**src/rtl/lpg_pkg.sv**
```systemverilog
// Shared types and constants for the line pixel generator.
// Used by the controller, the datapath, the top level and the checker.
package lpg_pkg;

    // Default coordinate width
    localparam int LPG_COORD_BITS = 6;

    // Commands from controller to datapath
    typedef struct packed {
        logic load;   // capture a new line request
        logic emit;   // move current pixel to output register and step
    } lpg_cmd_t;

    // Status from datapath to controller
    typedef struct packed {
        logic last;   // current pixel is the end point
    } lpg_stat_t;

endpackage

```
**src/rtl/lpg_ctrl.sv**
```systemverilog
// Controller for the line pixel generator: request/run sequencing and output valid.
// Depends on lpg_pkg.
module lpg_ctrl (
    input  logic              clk,
    input  logic              rst_n,
    input  logic              s_tvalid,
    output logic              s_tready,
    output logic              m_tvalid,
    input  logic              m_tready,
    output lpg_pkg::lpg_cmd_t cmd,
    input  lpg_pkg::lpg_stat_t stat
);
    import lpg_pkg::*;

    typedef enum logic {
        ST_IDLE,
        ST_RUN
    } state_t;

    state_t state_reg;
    state_t state_next;
    logic   m_tvalid_reg;
    logic   m_tvalid_next;
    logic   out_free;

    // Output register can take a beat when empty or being drained
    assign out_free = !m_tvalid_reg || m_tready;
    assign s_tready = (state_reg == ST_IDLE);
    assign m_tvalid = m_tvalid_reg;

    // Commands and next state
    always_comb
    begin
        cmd.load      = 1'b0;
        cmd.emit      = 1'b0;
        state_next    = state_reg;
        m_tvalid_next = m_tvalid_reg && !m_tready;
        case (state_reg)
            ST_IDLE:
            begin
                if (s_tvalid)
                begin
                    cmd.load   = 1'b1;
                    state_next = ST_RUN;
                end
            end
            ST_RUN:
            begin
                if (out_free)
                begin
                    cmd.emit      = 1'b1;
                    m_tvalid_next = 1'b1;
                    if (stat.last)
                    begin
                        state_next = ST_IDLE;
                    end
                end
            end
            default:
            begin
                state_next = ST_IDLE;
            end
        endcase
    end

    // State and registered outputs
    always_ff @(posedge clk or negedge rst_n)
    begin
        if (!rst_n)
        begin
            state_reg    <= ST_IDLE;
            m_tvalid_reg <= 1'b0;
        end
        else
        begin
            state_reg    <= state_next;
            m_tvalid_reg <= m_tvalid_next;
        end
    end

endmodule

```
**src/rtl/lpg_dp.sv**
```systemverilog
// Datapath for the line pixel generator: deltas, error term, positions, output register.
// Depends on lpg_pkg.
module lpg_dp #(
    parameter int COORD_BITS = lpg_pkg::LPG_COORD_BITS
) (
    input  logic                  clk,
    input  logic [COORD_BITS-1:0] src_row,
    input  logic [COORD_BITS-1:0] src_col,
    input  logic [COORD_BITS-1:0] end_row,
    input  logic [COORD_BITS-1:0] end_col,
    input  lpg_pkg::lpg_cmd_t     cmd,
    output lpg_pkg::lpg_stat_t    stat,
    output logic [COORD_BITS-1:0] point_row,
    output logic [COORD_BITS-1:0] point_col,
    output logic                  last_point
);
    import lpg_pkg::*;

    // Error term needs sign plus twice the largest delta plus headroom
    localparam int EW = COORD_BITS + 3;

    logic [COORD_BITS-1:0] d_row;
    logic [COORD_BITS-1:0] d_col;
    logic                  steep;
    logic [COORD_BITS-1:0] d_maj;
    logic [COORD_BITS-1:0] d_min;
    logic [EW-1:0]         err_init;

    logic [COORD_BITS-1:0] maj_pos_reg;
    logic [COORD_BITS-1:0] min_pos_reg;
    logic                  maj_up_reg;
    logic                  min_up_reg;
    logic                  steep_reg;
    logic [COORD_BITS-1:0] d_maj2_reg;
    logic [COORD_BITS-1:0] d_min2_reg;
    logic [EW-1:0]         err_reg;
    logic [COORD_BITS-1:0] remain_reg;
    logic [COORD_BITS-1:0] end_row_reg;
    logic [COORD_BITS-1:0] end_col_reg;
    logic [COORD_BITS-1:0] point_row_reg;
    logic [COORD_BITS-1:0] point_col_reg;
    logic                  last_point_reg;

    logic [EW-1:0]         d_maj2_x;
    logic [EW-1:0]         d_min2_x;
    logic                  err_nonneg;
    logic [EW-1:0]         err_next;
    logic [COORD_BITS-1:0] maj_pos_next;
    logic [COORD_BITS-1:0] min_pos_next;
    logic [COORD_BITS-1:0] cur_row;
    logic [COORD_BITS-1:0] cur_col;

    // Setup: absolute deltas, axis choice, initial error
    always_comb
    begin
        d_row    = (end_row >= src_row) ? (end_row - src_row) : (src_row - end_row);
        d_col    = (end_col >= src_col) ? (end_col - src_col) : (src_col - end_col);
        steep    = d_row > d_col;
        d_maj    = steep ? d_row : d_col;
        d_min    = steep ? d_col : d_row;
        err_init = {{2{1'b0}}, d_min, 1'b0} - {{3{1'b0}}, d_maj};
    end

    // Step: error update and position advance
    always_comb
    begin
        d_maj2_x     = {{2{1'b0}}, d_maj2_reg, 1'b0};
        d_min2_x     = {{2{1'b0}}, d_min2_reg, 1'b0};
        err_nonneg   = !err_reg[EW-1];
        err_next     = err_reg + d_min2_x - (err_nonneg ? d_maj2_x : {EW{1'b0}});
        maj_pos_next = maj_up_reg ? (maj_pos_reg + 1'b1) : (maj_pos_reg - 1'b1);
        if (err_nonneg)
        begin
            min_pos_next = min_up_reg ? (min_pos_reg + 1'b1) : (min_pos_reg - 1'b1);
        end
        else
        begin
            min_pos_next = min_pos_reg;
        end
        // end point forced exactly on the final pixel
        if (stat.last)
        begin
            cur_row = end_row_reg;
            cur_col = end_col_reg;
        end
        else
        begin
            cur_row = steep_reg ? maj_pos_reg : min_pos_reg;
            cur_col = steep_reg ? min_pos_reg : maj_pos_reg;
        end
    end

    assign stat.last = (remain_reg == '0);

    // Line state and output register
    always_ff @(posedge clk)
    begin
        if (cmd.load)
        begin
            steep_reg   <= steep;
            maj_pos_reg <= steep ? src_row : src_col;
            min_pos_reg <= steep ? src_col : src_row;
            maj_up_reg  <= steep ? (end_row > src_row) : (end_col > src_col);
            min_up_reg  <= steep ? (end_col > src_col) : (end_row > src_row);
            d_maj2_reg  <= d_maj;
            d_min2_reg  <= d_min;
            err_reg     <= err_init;
            remain_reg  <= d_maj;
            end_row_reg <= end_row;
            end_col_reg <= end_col;
        end
        else if (cmd.emit)
        begin
            maj_pos_reg <= maj_pos_next;
            min_pos_reg <= min_pos_next;
            err_reg     <= err_next;
            remain_reg  <= remain_reg - 1'b1;
        end
        if (cmd.emit)
        begin
            point_row_reg  <= cur_row;
            point_col_reg  <= cur_col;
            last_point_reg <= stat.last;
        end
    end

    assign point_row  = point_row_reg;
    assign point_col  = point_col_reg;
    assign last_point = last_point_reg;

endmodule

```
**src/rtl/line_pixel_generator.sv**
```systemverilog
// Line pixel generator: Bresenham rasteriser, one pixel beat per cycle while m_tready is high.
// Depends on lpg_pkg, lpg_ctrl and lpg_dp.
//
// Usage:
//  - Slave channel (s_*) takes one line request per beat: start and end
//    row/column. s_tready is high only while no line is being walked.
//  - Master channel (m_*) gives one beat per pixel from start to end;
//    m_tlast marks the end point. A line gives max(|drow|,|dcol|)+1 beats.
//  - A request is registered in the line state, and each pixel in the output register.
//  - Throughput: one pixel per cycle while m_tready is high, set by the
//    single error-term step in the datapath; a request gives at most
//    2^COORD_BITS pixels.
//  - The next request is taken while the end point still sits in the
//    output register.
//  - A low m_tready holds the output register and the line walk; nothing
//    is lost.
//  - rst_n (asynchronous, active low) returns the controller to idle and
//    drops m_tvalid; a request in flight is discarded.
module line_pixel_generator #(
    parameter int COORD_BITS = lpg_pkg::LPG_COORD_BITS,
    localparam int IN_W  = ((4 * COORD_BITS + 7) / 8) * 8,
    localparam int OUT_W = ((2 * COORD_BITS + 7) / 8) * 8
) (
    input  logic             clk,
    input  logic             rst_n,
    input  logic             s_tvalid,
    output logic             s_tready,
    input  logic [IN_W-1:0]  s_tdata,   // src_row, src_col, end_row, end_col
    output logic             m_tvalid,
    input  logic             m_tready,
    output logic [OUT_W-1:0] m_tdata,   // point_row, point_col, zero pad
    output logic             m_tlast    // last_point
);
    import lpg_pkg::*;

    lpg_cmd_t              cmd;
    lpg_stat_t             stat;
    logic [COORD_BITS-1:0] point_row;
    logic [COORD_BITS-1:0] point_col;

    lpg_ctrl u_ctrl (
        .clk      (clk),
        .rst_n    (rst_n),
        .s_tvalid (s_tvalid),
        .s_tready (s_tready),
        .m_tvalid (m_tvalid),
        .m_tready (m_tready),
        .cmd      (cmd),
        .stat     (stat)
    );

    lpg_dp #(
        .COORD_BITS (COORD_BITS)
    ) u_dp (
        .clk        (clk),
        .src_row    (s_tdata[COORD_BITS-1:0]),
        .src_col    (s_tdata[2*COORD_BITS-1:COORD_BITS]),
        .end_row    (s_tdata[3*COORD_BITS-1:2*COORD_BITS]),
        .end_col    (s_tdata[4*COORD_BITS-1:3*COORD_BITS]),
        .cmd        (cmd),
        .stat       (stat),
        .point_row  (point_row),
        .point_col  (point_col),
        .last_point (m_tlast)
    );

    // Pack output beat, zero pad above
    assign m_tdata = {{(OUT_W - 2 * COORD_BITS){1'b0}}, point_col, point_row};

endmodule

```
**config.mk**
```make
export PLATFORM = sky130hd
export DESIGN_NAME = line_pixel_generator
export DESIGN_NICKNAME = d
export VERILOG_FILES = /design/src/rtl/lpg_pkg.sv /design/src/rtl/lpg_ctrl.sv /design/src/rtl/lpg_dp.sv /design/src/rtl/line_pixel_generator.sv
export SDC_FILE = /design/constraint.sdc
export NUM_CORES = 1
export LEC_CHECK = 0
export BUFFER_PORTS_ARGS = -buffer_cell sky130_fd_sc_hd__buf_2
export CAP_MARGIN = 30
export CORE_MARGIN = 8
export CORE_UTILIZATION = 45
export DETAILED_ROUTE_END_ITERATION = 8
export PLACE_DENSITY = 0.75
export RECOVER_POWER = 50
export SYNTH_ARGS = -nofsm -noshare
export SYNTH_HDL_FRONTEND = slang
export SYNTH_SLANG_ARGS = --single-unit
```
**constraint.sdc**
```tcl
create_clock -name clk -period 2.6 [get_ports clk]
set_input_delay 0.13 -clock clk [delete_from_list [all_inputs] [get_ports clk]]
set_output_delay 0.13 -clock clk [all_outputs]
set_load 0.01 [all_outputs]
```
---- After elaboration in Yosys (flattened, before gate mapping) ----
Cells that the tools add are included.
operators by class
  $add $sub $neg .......................... 12
  order comparisons ....................... 5
  equality and inequality tests ........... 1
  multiplexer cells ....................... 33
  bitwise logic cells ..................... 1
  reductions and logical operators ........ 7
operator list
  cell                                               count
  two-way mux 6 bit                                  19
  subtractor 6 bit                                   4
  > comparator 6 bit                                 3
  two-way mux 9 bit                                  2
  subtractor 6 x 1 -> 6 bit (second input constant)  3
  adder 6 x 1 -> 6 bit (second input constant)       2
  >= comparator 6 bit                                2
  two-way mux 1 bit                                  10
  adder 9 x 7 -> 9 bit                               1
  subtractor 9 bit                                   1
  subtractor 7 x 6 -> 8 bit                          1
  two-way mux 7 bit                                  1
  logical NOT 6 bit                                  1
  logical NOT 1 bit                                  2
  != test 2 bit (second input constant)              1
  case mux 1 bit (2 select lines)                    1
  AND reduction 2 bit                                1
  nonzero test 2 bit                                 1
  logical AND 1 bit                                  1
  logical OR 1 bit                                   1
  NOT 1 bit                                          1
storage, ports and cells
  register bits ........................... 69
  input port bits ......................... 28
  output and inout port bits .............. 19
  word-level logic and storage cells ...... 75

---- Logic depth before layout (Yosys ltp) ----
  word-level depth ........................ 6
  mapped depth ............................ 29
  depth with buffers taken out ............ 27

---- By module ----
Synthesis repeated with hierarchy kept, for this count alone.
second synthesis, totals
  cell total of the unflattened synthesis .. 536
  area, all modules ....................... 5310.1 um^2
by module, submodules not included
  module                times used  cells an instance  area an instance (um^2)  sequential area each (um^2)
  lpg_dp                1           522                5181.2                   1981.9
  lpg_ctrl              1           9                  95.1                     50.0
  line_pixel_generator  1           5                  33.8                     0.0

---- Least setup slack after synthesis ----
No wires, ideal clock.
  kind .................................... input -> register
  start point ............................. input s_tdata[18]
  end point ............................... register u_dp.err_reg[6], data pin
  library setup time ...................... 259 ps
  arrival ................................. 4873 ps
  required time ........................... 2341 ps
  path slack .............................. -2532 ps
  stages .................................. 23
  buffers on the path ..................... 2
  cells stage by stage .................... inv_1 -> ha_1 -> inv_1 -> fa_1 -> a21o_2 -> a2111oi_4 -> nor2_2 -> mux2_4 -> a21oi_2 -> xor2_2 -> ha_1 -> a21o_1 -> o21ai_0 -> buf_4 -> clkbuf_1 -> mux2i_1 -> ha_1 -> nor2b_1 -> or2_2 -> o21a_1 -> o221ai_1 -> a21boi_0 -> o31a_1
on the way
  cells in the longest elaborated chain, start to end .. 6
  elaborated cells between the ends (all ways) .. 9
  those cells by class .................... add/sub (3); order compare (2); mux (4)
RTL lines
  item                                                     line                        text
  from (decl)                                              line_pixel_generator.sv:28  input logic [IN_W-1:0] s_tdata,
  subtractor 6 bit or >= comparator 6 bit (tied branches)  lpg_dp.sv:57                d_col = (end_col >= src_col) ? (end_col - src_col) : (src_col - end_col);
  two-way mux 6 bit (*)                                    lpg_dp.sv:57
  > comparator 6 bit                                       lpg_dp.sv:58                steep = d_row > d_col;
  two-way mux 6 bit (*)                                    lpg_dp.sv:60                d_min = steep ? d_col : d_row;
  net u_dp.d_min[1]                                        lpg_dp.sv:26                logic [COORD_BITS-1:0] d_min;
  subtractor 7 x 6 -> 8 bit (*)                            lpg_dp.sv:61                err_init = {{2{1'b0}}, d_min, 1'b0} - {{3{1'b0}}, d_maj};
  two-way mux 9 bit (*)                                    lpg_dp.sv:98                if (cmd.load)
  to (signal assigned)                                     lpg_dp.sv:107               err_reg <= err_init;
  to (signal assigned)                                     lpg_dp.sv:116               err_reg <= err_next;
  to (decl)                                                lpg_dp.sv:36                logic [EW-1:0] err_reg;
The timed path passes the listed nets; every way through them passes the cells marked *.
A chain may end at the register's enable or synchronous reset.

---- Final worst setup path ----
  start point ............................. input s_tdata[6]
  end point ............................... register u_dp.err_reg[6], data pin
Same word-level chain as after synthesis.

==> flow_summary_export.csv <==
group,metric,value,unit
status,outcome,"finished, violations left",
status,violations,"setup timing",
floorplan,die_h,124,µm
min_path,hold_path_class,"input port to flip-flop",
sta,rsz0062_at_grt,"true",
pwr,total_power,0.00921,W
sta,holdWs,63.5,ps
yosys,ys.flop_type,"edfxtp_1",
sta,fin_crit_sh,184,%
sta,worstMarginPinSlew,842,ps
global_route,overflow,0,
yosys,ys_top_cells_by_area,"edfxtp_1 (38%), ha_1 (11%), inv_1 (5.7%)",
yosys,avgSynthCellArea,9.89,µm²
pwr,powerDensity,1220,nW/µm²
placed_design,dp_hpwl,10500,µm
sta,maxSlewViolCount,0,
floorplan,core,11400,µm²
worst_setup_path,endpoint_kind,"flip-flop",
pwr,power_frac_clock,12.3,%
worst_setup_path,crit_arrival,4880,ps
placed_design,io_buffer_count,42,
yosys,synthCells,533,
worst_setup_path,cp_common_cell,"ha_4",
pwr,switching_share,41.9,%
sta,relSlewSlack,43.9,%
layout,layout.nets,808,
floorplan,io-pin-count,47,
run,maxCapViolCount,0,
yosys,synthXorXnorAreaFrac,5.39,%
global_route,grt_pass1_wl,24900,µm
clock_network,clock_latency,340,ps
pwr,ir_worst_vdd,799,µV
global_route,antenna_found_initial,0,
floorplan,die_w,124,µm
pwr,leakagePower,3.41,nW
layout,drive_gt1_share,37.1,%
drt,drt_iter0_drc,577,
drt,drt-total-wl,18400,µm
yosys,yosysWarnings,0,
clock_network,cts_buffer_depth,2,
floorplan,fp.dieArea,15400,µm²
layout,syn2layout_area_growth,43.3,%
yosys,synth_adder_area_share,16.2,%
sta,period_needed,4780,ps
yosys,yosysSeqAreaShare,38.5,%
worst_setup_path,critPathLaunchType,"input port",
yosys,synth_top_area_cell,"edfxtp_1",
placed_design,finalWeightedCongestion,0.957,
min_path,whs_path_depth,1,
pwr,pwr-share-seq,19.3,%
drt,routed_via_density,5.86,
clock_network,clk_pin_slew,60,ps
clock_network,cts-htree-levels,3,
clock_network,cts_tree,"built",
placed_design,preCtsSetupSlack,-2540,ps
yosys,synthTopCellsByCount,"inv_1 (80), edfxtp_1 (66), nor2_1 (47)",
yosys,yosysMostFrequentCell,"inv_1",
sta,setup_viol,41,
yosys,synth_top_family_by_area,"adder cells",
drt,first_pass_iters,5,
min_path,hold_path.startpoint,"s_tdata[23]",
pwr,p_comb_share,68.4,%
worst_setup_path,cp.required,2690,ps
global_route,grt_max_degree,36,
pwr,power.internal,0.00535,W
worst_setup_path,slowest_delay,340,ps
clock_network,cts_sinks,68,
yosys,synthMuxAreaShare,5.46,%
yosys,synth_area,5270,µm²
yosys,synth-compound-area-share,14.8,%
yosys,synth_edf_count,66,
clock_network,ctsRootBufferMaster,"clkbuf_16",
worst_setup_path,worstReg2RegStart,"u_dp.d_maj2_reg[1]",
yosys,yosysTopAreaCellShare,37.6,%
drt,antenna_left,0,
pwr,netSwitchingPower,0.00386,W
worst_setup_path,reg2reg_depth,13,
min_path,holdPathEnd,"u_dp.end_col_reg[5]",
layout,utilization,66.2,%
worst_setup_path,reg2reg_to,"u_dp.err_reg[8]",
layout,antenna_cells,0,
sta,finClkSkew,9.69,ps
yosys,yosys_register_bits,68,
worst_setup_path,cp_max_fo,6,
yosys,yosys.area_share.simple,11.7,%
global_route,grt_usage,19.9,%
clock_network,numCtsBuffers,9,
layout,n_fill_cell,756,
yosys,synthArstFlopShare,2.94,%
worst_setup_path,slowest_stage,"fa_2",
drt,vias,5085,
layout,largest_reg_flops,8,
yosys,ys_types,71,
sta,hold_viol_final,0,
drt,post-route-drc-count,0,
sta,layout_setup_ws,-2180,ps
global_route,grt_pass1_vias,4818,
sta,fmax,209,MHz
worst_setup_path,rrSetupSlack,-580,ps
floorplan,start_util,46.2,%
worst_setup_path,crit_type,"input port to flip-flop",
drt,drt-wirelength-per-cell,21.2,µm
floorplan,row_count,39,
-- worst max path at each step --
stage | endpoint | from | slack, ps
final | u_dp.err_reg[6] | s_tdata[6] | -2180
after global routing | u_dp.err_reg[6] | s_tdata[18] | -2310
after CTS | u_dp.err_reg[6] | s_tdata[18] | -1900
after detailed placement | u_dp.err_reg[6] | s_tdata[18] | -2540
after global placement | u_dp.err_reg[6] | s_tdata[18] | -2240
after floorplan | u_dp.err_reg[6] | s_tdata[18] | -2150
-- metal layers --
layer | track usage (%) | wire, µm | vias to the layer above
met1 | 23.5 | 6570 | 2449
li1 | - | - | 2195
met5 | 0 | 0 | -
met2 | 33.6 | 9060 | 329
met4 | 8.86 | 1200 | 0
met3 | 4.77 | 1610 | 112
-- worst max-delay path, delay by kind of cell --
family / cells / cell delay, ps
AOI/OAI and AO/OA: 10 / 1970
buffers and inverters: 5 / 640
xor gates and xnor gates: 1 / 210
adders and majority gates: 4 / 1030
muxes: 1 / 300
and+or+nand+nor: 4 / 590
-- kinds of logic (layout without fill, tap and decap cells) --
group           after synthesis  count (layout)
compound gates              118             118
xor+xnor                     29              29
fa+ha+maj                    60              60
buf+inv                     100             289
flops                        68              68
mux                          27              27
other cells                   1               4
simple gates                130             130
-- stage by stage --
| step | cell area, µm² | TNS [ps] | cells |
|---|---|---|---|
| floorplan | 5420 | -39180 | 536 |
| global placement | 6440 | -50760 | 805 |
| detailed placement | 6440 | -59670 | 805 |
| CTS | 7250 | -39050 | 853 |
| global route | 7550 | -52710 | 868 |
| finish | 7550 | -47890 | 868 |
-- cell usage in the layout (no fill, tap or decap), types with 4 or more instances in the layout --
cell type  count
a21o_1        11
a21oi_1       35
a21oi_2        5
a21oi_4        5
a31oi_1       11
buf_2         17
buf_4        106
buf_6         35
clkbuf_1      26
clkbuf_16      9
conb_1         4
edfxtp_1      66
fa_1          10
fa_2           4
ha_1          39
ha_4           5
inv_1         72
inv_2          5
mux2i_1       17
mux2i_4        4
nand2_1       34
nand2_2        7
nand2b_1       4
nor2_1        40
nor2_4         6
nor2b_1       12
o21ai_0        9
o21ai_1        7
xnor2_1       14
xnor2_2        5
xor2_1         8
-- layout make-up --
| class | instances | area (µm²) | share of cell area, % |
|---|---|---|---|
| Multi-Input combinational cell | 368 | 3270 | 43.3 |
| Sequential cell | 68 | 2030 | 26.9 |
| Timing Repair Buffer | 192 | 1480 | 19.5 |
| Inverter | 81 | 327 | 4.32 |
| Clock buffer | 10 | 229 | 3.03 |
| Tap cell | 143 | 179 | 2.37 |
| Clock inverter | 6 | 41.3 | 0.547 |
-- power groups by stage --
stage          sequential (W)  combinational, W  clock (W)
2_1_floorplan         0.00177           0.00286          0
3_3_place_gp          0.00176           0.00407          0
3_5_place_dp          0.00178           0.00422          0
4_1_cts               0.00175           0.00499    0.00113
5_1_grt               0.00179           0.00668    0.00118
6_report              0.00178           0.00630    0.00114
-- what timing repair did --
| item | 4_1_cts | 5_1_grt |
|---|---|---|
| pin swaps | 38 | 30 |
| setup endpoints to repair | 41 | 41 |
| buffers inserted | 31 | 24 |
| gates resized for setup | 59 | 69 |
| cloned | 1 | 0 |
| hold endpoints to repair | 3 | 0 |
| hold buffers | 2 | 0 |
Power figures use the tool's default switching activity.
